`src/gcsp_pkg.sv`:
```
// Shared types, codes and tables of the granule container stream parser.
`timescale 1ns / 1ps
`default_nettype none
package gcsp_pkg;

	localparam int unsigned MaxResults  = 3;
	localparam int unsigned QueueDepth  = 8;
	localparam int unsigned QueueAw     = $clog2(QueueDepth);
	localparam int unsigned StallLevel  = QueueDepth - MaxResults;
	localparam int unsigned CfgIndexW   = 2;

	localparam logic [15:0] MaxBandCountRst    = 16'd64;
	localparam logic [31:0] MaxPixelsPerBandRst = 32'd200000000;

	localparam logic [CfgIndexW-1:0] CFG_MAX_BAND_COUNT = CfgIndexW'(0);
	localparam logic [CfgIndexW-1:0] CFG_MAX_PIXELS     = CfgIndexW'(1);

	localparam logic [2:0] IT_HEADER = 3'd0;
	localparam logic [2:0] IT_BAND   = 3'd1;
	localparam logic [2:0] IT_STRING = 3'd2;
	localparam logic [2:0] IT_PIXEL  = 3'd3;
	localparam logic [2:0] IT_RANGE  = 3'd4;
	localparam logic [2:0] IT_DONE   = 3'd5;
	localparam logic [2:0] IT_ERROR  = 3'd6;

	localparam logic [2:0] ERR_SIGNATURE = 3'd1;
	localparam logic [2:0] ERR_VERSION   = 3'd2;
	localparam logic [2:0] ERR_HDR_SHORT = 3'd3;
	localparam logic [2:0] ERR_BAND_CNT  = 3'd4;
	localparam logic [2:0] ERR_REC_SHORT = 3'd5;
	localparam logic [2:0] ERR_DIMS      = 3'd6;
	localparam logic [2:0] ERR_DATA_SHORT = 3'd7;

	localparam int unsigned HdrSteps  = 17;
	localparam int unsigned BandSteps = 10;
	localparam logic [7:0]  NoField   = 8'hFF;

	localparam logic [4:0] HDR_STEP_VERSION  = 5'd0;
	localparam logic [4:0] HDR_STEP_RESERVED = 5'd1;
	localparam logic [4:0] HDR_STEP_BANDS    = 5'd15;
	localparam logic [4:0] HDR_STEP_LAST     = 5'd16;
	localparam logic [4:0] BAND_STEP_NAMELEN = 5'd1;
	localparam logic [4:0] BAND_STEP_UNITLEN = 5'd4;
	localparam logic [4:0] BAND_STEP_FILL    = 5'd7;
	localparam logic [4:0] BAND_STEP_WIDTH   = 5'd8;
	localparam logic [4:0] BAND_STEP_HEIGHT  = 5'd9;

	typedef struct packed {
		logic [2:0]  item_type;
		logic [4:0]  field_id;
		logic [15:0] band_index;
		logic [63:0] field_value;
		logic        pixel_valid;
		logic [2:0]  error_code;
		logic        last_of_run;
	} result_t;

	function automatic logic [7:0] sig_byte(input logic [1:0] idx);
		logic [7:0] r;
		case (idx)
			2'd0: r = 8'h4D;
			2'd1: r = 8'h46;
			2'd2: r = 8'h56;
			default: r = 8'h47;
		endcase
		return r;
	endfunction

	function automatic logic [3:0] hdr_size(input logic [4:0] step);
		logic [3:0] r;
		case (step)
			5'd4: r = 4'd2;
			5'd11, 5'd12, 5'd13, 5'd14: r = 4'd8;
			5'd15, 5'd16: r = 4'd2;
			default: r = 4'd1;
		endcase
		return r;
	endfunction

	function automatic logic [7:0] hdr_id(input logic [4:0] step);
		logic [7:0] r;
		case (step)
			5'd2, 5'd3, 5'd4, 5'd5, 5'd6, 5'd7, 5'd8, 5'd9: r = 8'(step - 5'd2);
			5'd11, 5'd12, 5'd13, 5'd14, 5'd15: r = 8'(step - 5'd3);
			default: r = NoField;
		endcase
		return r;
	endfunction

	function automatic logic [3:0] band_size(input logic [4:0] step);
		logic [3:0] r;
		case (step)
			5'd0, 5'd7: r = 4'd2;
			5'd2, 5'd8, 5'd9: r = 4'd4;
			5'd5, 5'd6: r = 4'd8;
			default: r = 4'd1;
		endcase
		return r;
	endfunction

	function automatic result_t make_result(input logic [2:0] typ, input logic [4:0] fid,
			input logic [15:0] band, input logic [63:0] val, input logic pv,
			input logic [2:0] err);
		result_t r;
		r.item_type   = typ;
		r.field_id    = fid;
		r.band_index  = band;
		r.field_value = val;
		r.pixel_valid = pv;
		r.error_code  = err;
		r.last_of_run = 1'b0;
		return r;
	endfunction

endpackage
`default_nettype wire

```
`src/granule_container_stream_parser.sv`:
```
// Top level: byte-serial container parser with a result queue.
//
// Usage: bytes of a little-endian granule container enter on the byte channel
// (data_byte, end_of_buffer; byte_valid/byte_stall), one byte per cycle unless stalled.
// Each byte yields zero to three result words on the result channel
// (result_valid/result_stall): header and band fields when their last byte
// arrives, string bytes, pixels, band ranges, done and error words.
// An accepted byte's words are registered into the result queue; the first
// one heads the result channel if the queue was empty. Throughput: one byte
// per cycle while each byte makes at most one word and result_stall is low;
// bytes that make two or three words are paced by the single read port of the
// eight-entry result queue: byte_stall rises while more than five words wait.
// A stalled receiver holds the head word; the queue then fills and the byte
// channel stalls. Reset clears the parser to await a signature, empties the
// queue and sets the limits to 64 bands and 200000000 pixels per band.
// The config channel (cfg_index, cfg_data) is always ready; write only while
// idle. end_of_buffer rearms the parser after its own results.
`timescale 1ns / 1ps
`default_nettype none
module granule_container_stream_parser (
	input  wire logic                           clk,
	input  wire logic                           arst_n,
	input  wire logic                           byte_valid,
	output logic                                byte_stall,
	input  wire logic [7:0]                     data_byte,
	input  wire logic                           end_of_buffer,
	output logic                                result_valid,
	input  wire logic                           result_stall,
	output logic [2:0]                          item_type,
	output logic [4:0]                          field_id,
	output logic [15:0]                         band_index,
	output logic [63:0]                         field_value,
	output logic                                pixel_valid,
	output logic [2:0]                          error_code,
	output logic                                last_of_run,
	input  wire logic                           cfg_valid,
	output logic                                cfg_ready,
	input  wire logic [gcsp_pkg::CfgIndexW-1:0] cfg_index,
	input  wire logic [31:0]                    cfg_data
);

	typedef enum logic [2:0] {
		PH_SIG, PH_HDR, PH_BANDF, PH_STR, PH_PIX, PH_IDLE
	} phase_t;

	localparam int unsigned Aw = gcsp_pkg::QueueAw;
	localparam int unsigned Cw = Aw + 1;

	phase_t       phase_q, phase_n;
	logic [4:0]   field_step_q, field_step_n;
	logic [2:0]   bif_q, bif_n;
	logic [63:0]  shift_q, shift_n;
	logic [15:0]  bands_total_q, bands_total_n;
	logic [15:0]  band_cnt_q, band_cnt_n;
	logic [7:0]   str_left_q, str_left_n;
	logic [31:0]  width_q, width_n;
	logic [31:0]  pix_left_q, pix_left_n;
	logic [15:0]  fill_q, fill_n;
	logic [15:0]  cmin_q, cmin_n;
	logic [15:0]  cmax_q, cmax_n;
	logic         seen_q, seen_n;
	logic         vbad_q, vbad_n;
	logic [15:0]  max_bands_q;
	logic [31:0]  max_pix_q;

	gcsp_pkg::result_t res [gcsp_pkg::MaxResults];
	logic [1:0]        nres;

	gcsp_pkg::result_t qmem [gcsp_pkg::QueueDepth];
	logic [Aw-1:0]     wr_q, rd_q;
	logic [Cw-1:0]     cnt_q;

	logic push, pop;

	assign byte_stall   = (cnt_q > Cw'(gcsp_pkg::StallLevel));
	assign push         = byte_valid && !byte_stall;
	assign result_valid = (cnt_q != '0);
	assign pop          = result_valid && !result_stall;
	assign cfg_ready    = 1'b1;

	assign item_type   = qmem[rd_q].item_type;
	assign field_id    = qmem[rd_q].field_id;
	assign band_index  = qmem[rd_q].band_index;
	assign field_value = qmem[rd_q].field_value;
	assign pixel_valid = qmem[rd_q].pixel_valid;
	assign error_code  = qmem[rd_q].error_code;
	assign last_of_run = qmem[rd_q].last_of_run;

	always_comb begin
		logic [4:0]  step;
		logic [3:0]  size;
		logic [63:0] v;
		logic [7:0]  hid;
		logic [15:0] code;
		logic        pv;
		logic [63:0] prod;
		logic [31:0] h;
		phase_n       = phase_q;
		field_step_n  = field_step_q;
		bif_n         = bif_q;
		shift_n       = shift_q;
		bands_total_n = bands_total_q;
		band_cnt_n    = band_cnt_q;
		str_left_n    = str_left_q;
		width_n       = width_q;
		pix_left_n    = pix_left_q;
		fill_n        = fill_q;
		cmin_n        = cmin_q;
		cmax_n        = cmax_q;
		seen_n        = seen_q;
		vbad_n        = vbad_q;
		nres          = 2'd0;
		for (int i = 0; i < gcsp_pkg::MaxResults; i++) begin
			res[i] = gcsp_pkg::make_result('0, '0, '0, '0, 1'b0, '0);
		end
		step = '0;
		size = '0;
		v    = '0;
		hid  = '0;
		code = '0;
		pv   = 1'b0;
		h    = '0;
		prod = '0;

		unique case (phase_q)
			PH_SIG: begin
				if (data_byte != gcsp_pkg::sig_byte(bif_q[1:0])) begin
					res[nres] = gcsp_pkg::make_result(gcsp_pkg::IT_ERROR, '0, band_cnt_n, '0,
						1'b0, gcsp_pkg::ERR_SIGNATURE);
					nres    = nres + 2'd1;
					phase_n = PH_IDLE;
				end else if (bif_q == 3'd3) begin
					phase_n      = PH_HDR;
					field_step_n = '0;
					bif_n        = '0;
					shift_n      = '0;
				end else begin
					bif_n = bif_q + 3'd1;
				end
			end
			PH_HDR, PH_BANDF: begin
				step = field_step_q;
				if (phase_q == PH_HDR) begin
					if (step >= 5'(gcsp_pkg::HdrSteps)) step = 5'(gcsp_pkg::HdrSteps - 1);
					size = gcsp_pkg::hdr_size(step);
				end else begin
					if (step >= 5'(gcsp_pkg::BandSteps)) step = 5'(gcsp_pkg::BandSteps - 1);
					size = gcsp_pkg::band_size(step);
				end
				v = shift_q;
				v[8*bif_q +: 8] = data_byte;
				if ({1'b0, bif_q} + 4'd1 >= size) begin
					bif_n        = '0;
					shift_n      = '0;
					field_step_n = step + 5'd1;
					if (phase_q == PH_HDR) begin
						hid = gcsp_pkg::hdr_id(step);
						if (step == gcsp_pkg::HDR_STEP_VERSION) begin
							vbad_n = (v != 64'd1);
						end else if (step == gcsp_pkg::HDR_STEP_RESERVED) begin
							if (vbad_q) begin
								res[nres] = gcsp_pkg::make_result(gcsp_pkg::IT_ERROR, '0,
									band_cnt_n, '0, 1'b0, gcsp_pkg::ERR_VERSION);
								nres    = nres + 2'd1;
								phase_n = PH_IDLE;
							end
						end else begin
							if (hid != gcsp_pkg::NoField) begin
								res[nres] = gcsp_pkg::make_result(gcsp_pkg::IT_HEADER, hid[4:0],
									band_cnt_n, v, 1'b0, '0);
								nres = nres + 2'd1;
							end
							if (step == gcsp_pkg::HDR_STEP_BANDS) bands_total_n = v[15:0];
							if (step == gcsp_pkg::HDR_STEP_LAST) begin
								if (bands_total_q == '0 || bands_total_q > max_bands_q) begin
									res[nres] = gcsp_pkg::make_result(gcsp_pkg::IT_ERROR, '0,
										band_cnt_n, '0, 1'b0, gcsp_pkg::ERR_BAND_CNT);
									nres    = nres + 2'd1;
									phase_n = PH_IDLE;
								end else begin
									phase_n      = PH_BANDF;
									band_cnt_n   = '0;
									field_step_n = '0;
								end
							end
						end
					end else begin
						res[nres] = gcsp_pkg::make_result(gcsp_pkg::IT_BAND, step, band_cnt_n, v,
							1'b0, '0);
						nres = nres + 2'd1;
						if (step == gcsp_pkg::BAND_STEP_NAMELEN ||
								step == gcsp_pkg::BAND_STEP_UNITLEN) begin
							str_left_n = v[7:0];
							if (v[7:0] != '0) phase_n = PH_STR;
						end else if (step == gcsp_pkg::BAND_STEP_FILL) begin
							fill_n = v[15:0];
						end else if (step == gcsp_pkg::BAND_STEP_WIDTH) begin
							width_n = v[31:0];
						end else if (step == gcsp_pkg::BAND_STEP_HEIGHT) begin
							h    = v[31:0];
							prod = width_q * h;
							if (width_q[31] || width_q == '0 || h[31] || h == '0 ||
									prod > {32'd0, max_pix_q}) begin
								res[nres] = gcsp_pkg::make_result(gcsp_pkg::IT_ERROR, '0,
									band_cnt_n, '0, 1'b0, gcsp_pkg::ERR_DIMS);
								nres    = nres + 2'd1;
								phase_n = PH_IDLE;
							end else begin
								pix_left_n = prod[31:0];
								cmin_n     = 16'hFFFF;
								cmax_n     = '0;
								seen_n     = 1'b0;
								phase_n    = PH_PIX;
							end
						end
					end
				end else begin
					shift_n = v;
					bif_n   = bif_q + 3'd1;
				end
			end
			PH_STR: begin
				res[nres] = gcsp_pkg::make_result(gcsp_pkg::IT_STRING,
					(field_step_q == '0) ? 5'd0 : field_step_q - 5'd1, band_cnt_n,
					{56'd0, data_byte}, 1'b0, '0);
				nres       = nres + 2'd1;
				str_left_n = str_left_q - 8'd1;
				if (str_left_n == '0) phase_n = PH_BANDF;
			end
			PH_PIX: begin
				if (bif_q == '0) begin
					shift_n = {56'd0, data_byte};
					bif_n   = 3'd1;
				end else begin
					code    = {data_byte, shift_q[7:0]};
					pv      = (code != fill_q);
					bif_n   = '0;
					shift_n = '0;
					res[nres] = gcsp_pkg::make_result(gcsp_pkg::IT_PIXEL, '0, band_cnt_n,
						{48'd0, code}, pv, '0);
					nres = nres + 2'd1;
					if (pv) begin
						seen_n = 1'b1;
						if (code < cmin_q) cmin_n = code;
						if (code > cmax_q) cmax_n = code;
					end
					pix_left_n = pix_left_q - 32'd1;
					if (pix_left_n == '0) begin
						res[nres] = gcsp_pkg::make_result(gcsp_pkg::IT_RANGE, '0, band_cnt_n,
							seen_n ? {32'd0, cmax_n, cmin_n} : 64'd0, seen_n, '0);
						nres       = nres + 2'd1;
						band_cnt_n = band_cnt_q + 16'd1;
						if (band_cnt_n >= bands_total_q) begin
							res[nres] = gcsp_pkg::make_result(gcsp_pkg::IT_DONE, '0, band_cnt_n,
								'0, 1'b0, '0);
							nres    = nres + 2'd1;
							phase_n = PH_IDLE;
						end else begin
							phase_n      = PH_BANDF;
							field_step_n = '0;
						end
					end
				end
			end
			PH_IDLE: begin
			end
			default: begin
			end
		endcase

		if (end_of_buffer) begin
			if (phase_n != PH_IDLE) begin
				res[nres] = gcsp_pkg::make_result(gcsp_pkg::IT_ERROR, '0, band_cnt_n, '0, 1'b0,
					(phase_n == PH_SIG) ? gcsp_pkg::ERR_SIGNATURE :
					(phase_n == PH_HDR) ? ((field_step_n <= 5'd1) ? gcsp_pkg::ERR_SIGNATURE :
						gcsp_pkg::ERR_HDR_SHORT) :
					(phase_n == PH_PIX) ? gcsp_pkg::ERR_DATA_SHORT : gcsp_pkg::ERR_REC_SHORT);
				nres = nres + 2'd1;
			end
			phase_n       = PH_SIG;
			field_step_n  = '0;
			bif_n         = '0;
			shift_n       = '0;
			bands_total_n = '0;
			band_cnt_n    = '0;
			str_left_n    = '0;
			width_n       = '0;
			pix_left_n    = '0;
			fill_n        = '0;
			cmin_n        = 16'hFFFF;
			cmax_n        = '0;
			seen_n        = 1'b0;
			vbad_n        = 1'b0;
		end

		if (nres != 2'd0) res[nres - 2'd1].last_of_run = 1'b1;
	end

	always_ff @(posedge clk or negedge arst_n) begin
		if (!arst_n) begin
			phase_q       <= PH_SIG;
			field_step_q  <= '0;
			bif_q         <= '0;
			shift_q       <= '0;
			bands_total_q <= '0;
			band_cnt_q    <= '0;
			str_left_q    <= '0;
			width_q       <= '0;
			pix_left_q    <= '0;
			fill_q        <= '0;
			cmin_q        <= 16'hFFFF;
			cmax_q        <= '0;
			seen_q        <= 1'b0;
			vbad_q        <= 1'b0;
		end else if (push) begin
			phase_q       <= phase_n;
			field_step_q  <= field_step_n;
			bif_q         <= bif_n;
			shift_q       <= shift_n;
			bands_total_q <= bands_total_n;
			band_cnt_q    <= band_cnt_n;
			str_left_q    <= str_left_n;
			width_q       <= width_n;
			pix_left_q    <= pix_left_n;
			fill_q        <= fill_n;
			cmin_q        <= cmin_n;
			cmax_q        <= cmax_n;
			seen_q        <= seen_n;
			vbad_q        <= vbad_n;
		end
	end

	always_ff @(posedge clk or negedge arst_n) begin
		if (!arst_n) begin
			max_bands_q <= gcsp_pkg::MaxBandCountRst;
			max_pix_q   <= gcsp_pkg::MaxPixelsPerBandRst;
		end else if (cfg_valid && cfg_ready) begin
			unique case (cfg_index)
				gcsp_pkg::CFG_MAX_BAND_COUNT: max_bands_q <= cfg_data[15:0];
				gcsp_pkg::CFG_MAX_PIXELS:     max_pix_q   <= cfg_data;
				default: begin
				end
			endcase
		end
	end

	// result queue: push all words of a byte at once, drain one per cycle while result_stall is low
	always_ff @(posedge clk) begin
		if (push) begin
			for (int i = 0; i < gcsp_pkg::MaxResults; i++) begin
				if (2'(i) < nres) qmem[wr_q + Aw'(i)] <= res[i];
			end
		end
	end

	always_ff @(posedge clk or negedge arst_n) begin
		if (!arst_n) begin
			wr_q  <= '0;
			rd_q  <= '0;
			cnt_q <= '0;
		end else begin
			if (push) wr_q <= wr_q + Aw'(nres);
			if (pop) rd_q <= rd_q + Aw'(1);
			cnt_q <= cnt_q + (push ? Cw'(nres) : Cw'(0)) - (pop ? Cw'(1) : Cw'(0));
		end
	end

	a_queue_bound: assert property (@(posedge clk) disable iff (!arst_n)
		cnt_q <= Cw'(gcsp_pkg::QueueDepth))
		else $error("result queue overflow");

	a_range_order: assert property (@(posedge clk) disable iff (!arst_n)
		(phase_q == PH_PIX && seen_q) |-> (cmin_q <= cmax_q))
		else $error("band range min above max");

	a_rearm: assert property (@(posedge clk) disable iff (!arst_n)
		(push && end_of_buffer) |=> (phase_q == PH_SIG && field_step_q == '0 && bif_q == '0))
		else $error("parser not rearmed after end of buffer");

endmodule
`default_nettype wire
```
`config.mk`:
```
export PLATFORM = sky130hd
export DESIGN_NAME = granule_container_stream_parser
export DESIGN_NICKNAME = d
export VERILOG_FILES = /design/src/gcsp_pkg.sv /design/src/granule_container_stream_parser.sv
export SDC_FILE = /design/constraint.sdc
export NUM_CORES = 2
export LEC_CHECK = 0
export BUFFER_PORTS_ARGS = -buffer_cell sky130_fd_sc_hd__buf_2
export CORE_AREA = 2 2 430 432
export CTS_CLUSTER_SIZE = 8
export DETAILED_ROUTE_END_ITERATION = 10
export DIE_AREA = 0 0 432 434
export PLACE_DENSITY = 0.66
export SKIP_LAST_GASP = 1
export SLEW_MARGIN = 20
export SYNTH_ARGS = -nofsm -noshare
export SYNTH_HDL_FRONTEND = slang
export SYNTH_SLANG_ARGS = --single-unit
```
`constraint.sdc`:
```
create_clock -name clk -period 18.8 [get_ports clk]
set_clock_uncertainty 0.15 [all_clocks]
set_input_delay 1.88 -clock clk [delete_from_list [all_inputs] [get_ports clk]]
set_output_delay 1.88 -clock clk [all_outputs]
set_load 0.05 [all_outputs]
```
Word-level counts from Yosys, hierarchy flattened
Memory sizes are Yosys's and may differ from the RTL's.
Cells that the tools add are included.
{"block": "totals", "out_inout_bits": 96, "mem_bits_rw": 744, "elab_cells": 412, "register_bits": 287, "mem_count": 1}
{"memory": "qmem", "depth": 8, "width": 93, "read_ports": 1, "rd_clocked_by_memory_dff": 0, "write_ports": 3, "line": "granule_container_stream_parser.sv:69", "text": "gcsp_pkg::result_t qmem [gcsp_pkg::QueueDepth];"}
{"block": "op_classes", "multipliers": 1, "n_lt_le_gt_ge": 19, "bitwise": 3, "muxes": 232, "reduce_logical": 57, "add_sub_neg": 19, "eq_ne": 59, "shift": 2}
{"cell": "two-way mux 279 bit", "n": 7}
{"cell": "two-way mux 93 bit", "n": 17}
{"cell": "bitwise mux 279 bit", "n": 3}
{"cell": "two-way mux 16 bit", "n": 44}
{"cell": "demux 93 bit (select 2 bit)", "n": 3}
{"cell": "two-way mux 186 bit", "n": 3}
{"cell": "two-way mux 32 bit", "n": 17}
{"cell": "one-hot mux 186 bit (2 select lines)", "n": 1}
{"cell": "one-hot mux 93 bit (4 select lines)", "n": 1}
{"cell": "two-way mux 278 bit", "n": 1}
{"cell": "two-way mux 64 bit", "n": 4}
{"cell": "one-hot mux 64 bit (3 select lines)", "n": 1}
{"cell": "two-way mux 5 bit", "n": 21}
{"cell": "logical NOT 32 bit", "n": 3}
{"cell": "one-hot mux 16 bit (2 select lines)", "n": 3}
{"cell": "two-way mux 90 bit", "n": 1}
{"cell": "two-way mux 3 bit", "n": 25}
{"cell": "two-way mux 8 bit", "n": 9}
{"cell": "equality test 5 x 4 -> 1 bit (second input constant)", "n": 14}
{"cell": "bitwise mux 64 bit", "n": 1}
{"cell": "greater-than comparator 64 x 32 -> 1 bit", "n": 1}
{"cell": "multiplier 32 x 32 -> 64 bit", "n": 1}
{"cell": "inequality test 64 x 1 -> 1 bit (second input constant)", "n": 1}
{"cell": "one-hot mux 32 bit (2 select lines)", "n": 1}
{"cell": "79 further kinds", "n": 209}

Depth between registers and ports, before layout
{"block": "depth", "word_depth": 38, "depth_mapped": 55, "mapped_depth_nobuf": 48}

Worst setup path before layout
Ideal clock, no wire load.
{"block": "synth_timing", "path_type": "input to register", "from": "input data_byte[3]", "to": "memory qmem[1][0] in the netlist's numbering (enable)", "path_slack_ns": 2.004, "path_stages": 42, "arrival_ns": 16.077, "setup_time_ns": 0.569, "required_ns": 18.081, "path_cell_list": "clkbuf_1 -> clkbuf_1 -> mux2i_1 -> clkbuf_1 -> nor2b_1 -> fa_1 -> inv_1 -> fa_1 -> fa_1 -> fa_1 -> inv_1 -> fa_1 -> inv_1 -> fa_1 -> inv_1 -> fa_1 -> fa_1 -> ha_1 -> [... 6 more ...] -> nor2_1 -> nor2_1 -> xnor2_1 -> ha_1 -> nand4_1 -> nor3_1 -> and3_1 -> a21oi_1 -> nor4_1 -> nand4_1 -> nor4b_2 -> nand2_1 -> a211oi_4 -> xnor2_4 -> buf_6 -> inv_2 -> a21o_1 -> o211ai_1"}
{"item": "start, declared", "line": "granule_container_stream_parser.sv:25", "text": "input wire logic [7:0] data_byte,"}
{"item": "end, declared", "line": "granule_container_stream_parser.sv:69"}

==> flow_summary.yaml <==
worst_hold_path:
  hold_depth: 2
  hold_class: "register to register"
logic_synthesis:
  ys_ff_latch: 1031
  syn-num-nets: 10290
  synth.distinct_cells: 105
  synth_warnings: 0
  synth_top_area_frac: 0.2412
  synth-edff-count: 744
  synthCells: 8947
  syn_area_per_cell_sq_um: 10.35
  ys_seq_area_frac: 0.3192
  synth_commonest_cells: "inv_1, fa_1, nand2_1"
  synth.area.top_cells: "edfxtp_1, fa_1, dfrtp_1"
  yosys.area.top_type: "edfxtp_1"
  ys.flop_type: "edfxtp_1"
  async_flop_share: 0.2784
  netlist_area_sq_um: 92620
  synth_most_common_cell: "inv_1"
route:
  avgRoutedWirePerCell_um: 26.21
  routed_wl_um: 294800
  drc: 0
  drt_iter0_markers: 7160
  postRouteAntennaNets: 0
  vias: 69755
  firstDrtPassIters: 6
  vias_per_cell: 6.203
cells_and_area:
  nets: 10101
  drive_above_1_share: 0.1223
  post-route-cell-area_sq_um: 99580
  n_fill_cell: 15831
  post-route-util: 0.5457
  syn_to_final_growth_pct: 7.518
worst_setup_path:
  cp_data_required_time_ns: 19.25
  path_class: "register to register"
  cp_data_arrival_time_ns: 16.55
  crit_top_cell: "fa_1"
  path_buf_inv: 6
  cp_slowest_cell: "xnor2_2"
  worst-path-stages: 42
  cpPeakStageDelay_ns: 0.88
  startpoint_type: "register"
  reg2regPathDepth: 42
  end_kind: "register"
  cp_max_fo: 38
  cpLargestDelayFamily: "adder cells"
sta:
  slew_violations: 0
  fin_crit_ns: 16.10
  timing.hold.ws_ns: 0.3323
  rsz0062_at_grt: "false"
  setup_violations: 0
  timing.slew.headroom: 0.1843
  worst_slew_pin_slew_ns: 1.224
  max_freq_mhz: 62.11
  hold_viol: 0
  finalCritPeriodShare: 0.8564
  tns_ns: 0
grt:
  grt.total_usage: 0.3173
  grt_max_degree: 147
  overflow: 0
  grt_first_pass_wirelength_um: 451100
  antenna_found_initial: 8
  grt_pass1_vias: 72642
place:
  port_buffers: 142
  gp_congestion: 1.017
  placed_area_sq_um: 95140
  place.detailed.hpwl_um: 203300
clock_tree:
  cts_hold_buffers: 0
  post_cts_buffers: 0
  clockBufferDepth: 3
  numCtsBuffers: 148
  cts_sinks: 1031
  clock-root-buffer: "clkbuf_16"
  insertion_delay_ns: 0.79
  clk_pin_slew_worst_paths_ns: 0.05
  ctsResizeCount: 0
  cts_tree: "yes"
  htreeDepth: 4
floorplan:
  die_w_um: 432
  dieArea_sq_um: 187500
  io_pins: 144
  core_sq_um: 182500
  start_util: 0.5075
  die_height_um: 434
  placementRows: 157
flow_run:
  maxCapViolCount: 0
pwr:
  peakVddDrop_v: 0.0001331
  p_leak_nw: 45.72
  cellPowerDensity_nw_per_um2: 106.4
  finalPower_w: 0.01060
run_status:
  outcome: "completed"
[report_power, final]
group	internal, W	switching (W)	leakage (nW)
sequential	0.00283	0.000214	10.9
combinational	0.00159	0.00342	32.8
clock	0.00149	0.00106	2.08
[final cells by class]
| class | instances | area (sq um) | area share |
|---|---|---|---|
| multi-input cells | 6250 | 56720 | 0.5696 |
| flip-flops and latches | 1031 | 29570 | 0.2970 |
| clock buffers | 229 | 4050 | 0.04067 |
| inverters | 1028 | 3859 | 0.03875 |
| well taps | 2385 | 2984 | 0.02997 |
| repair buffers | 299 | 2044 | 0.02053 |
| clock inverters | 16 | 329.1 | 0.003304 |
| diodes | 7 | 17.52 | 0.0001759 |
[metrics by stage]
step / setup slack, ns / instances
after floorplan: 2.004 / 8947
after global placement: 3.357 / 10991
after detailed placement: 3.134 / 10991
after CTS: 3.092 / 11236
after global routing: 2.055 / 11238
final: 2.699 / 11245
[worst paths after layout]
path                                   to  slack [ns]         from
setup / recovery              qmem[1][90]        2.70     bif_q[0]
hold / removal                shift_q[61]        0.33  shift_q[61]
setup reg to reg              qmem[1][90]        2.70     bif_q[0]
hold reg to reg               shift_q[61]        0.33  shift_q[61]
max in group asynchronous     width_q[16]       15.38       arst_n
min in group asynchronous  pix_left_q[10]        1.00       arst_n
[sequential cells by signal (all words and copies together) (netlist names)]
| name | flops |
|---|---|
| max_pix_q | 32 |
| seen_q | 1 |
| field_step_q | 5 |
| cmin_q | 16 |
| bif_q | 3 |
| pix_left_q | 32 |
| fill_q | 16 |
| shift_q | 64 |
| cnt_q | 4 |
| max_bands_q | 16 |
| width_q | 32 |
| str_left_q | 8 |
| rd_q | 3 |
| band_cnt_q | 16 |
| phase_q | 3 |
| cmax_q | 16 |
| wr_q | 3 |
| vbad_q | 1 |
| qmem | 744 |
| bands_total_q | 16 |
[worst min-delay path: stages (launching register included)]
cell and delay (ns):
dfrtp_1 0.34, nand2_1 0.05, o31ai_1 0.05
[per-layer routing]
layer  wire length [um]  up-vias  part of all wire  global-route usage
met4              12730        4             0.043              0.1297
li1                   -    29796                 -                   -
met3              28070      743             0.095             0.06393
met5                 30        -           0.00010                   0
met1             116100    35543              0.39              0.4214
met2             137800     3669              0.47              0.5100
[placed cells by master, fill, tap and decap left out, types with 61 or more instances in the layout]
cell,netlist,final
buf_2,71,141
edfxtp_1,744,744
nand3_1,86,86
nor3_1,111,108
buf_4,41,146
and2_1,488,488
nand4_1,61,61
fa_1,898,898
mux2_2,285,285
nor2_1,846,845
mux2i_1,464,461
o21ai_0,260,256
a21oi_1,270,268
o31ai_1,69,68
dfrtp_1,258,252
clkbuf_16,0,150
nand2_1,855,847
ha_1,397,397
mux4_2,186,186
inv_1,1025,1025
nor2b_1,110,110
clkbuf_1,456,79
[logic make-up after synthesis]
kind of cell / count (synthesis) / synth area share
compound gates: 1073 / 0.07468
mux: 937 / 0.1303
other cells: 1 / 0.00004049
flops: 1031 / 0.3192
xor+xnor: 94 / 0.009092
buf+inv: 1666 / 0.07153
simple gates: 2850 / 0.1475
fa+ha+maj: 1295 / 0.2477
(Power assumes the default switching activity.)
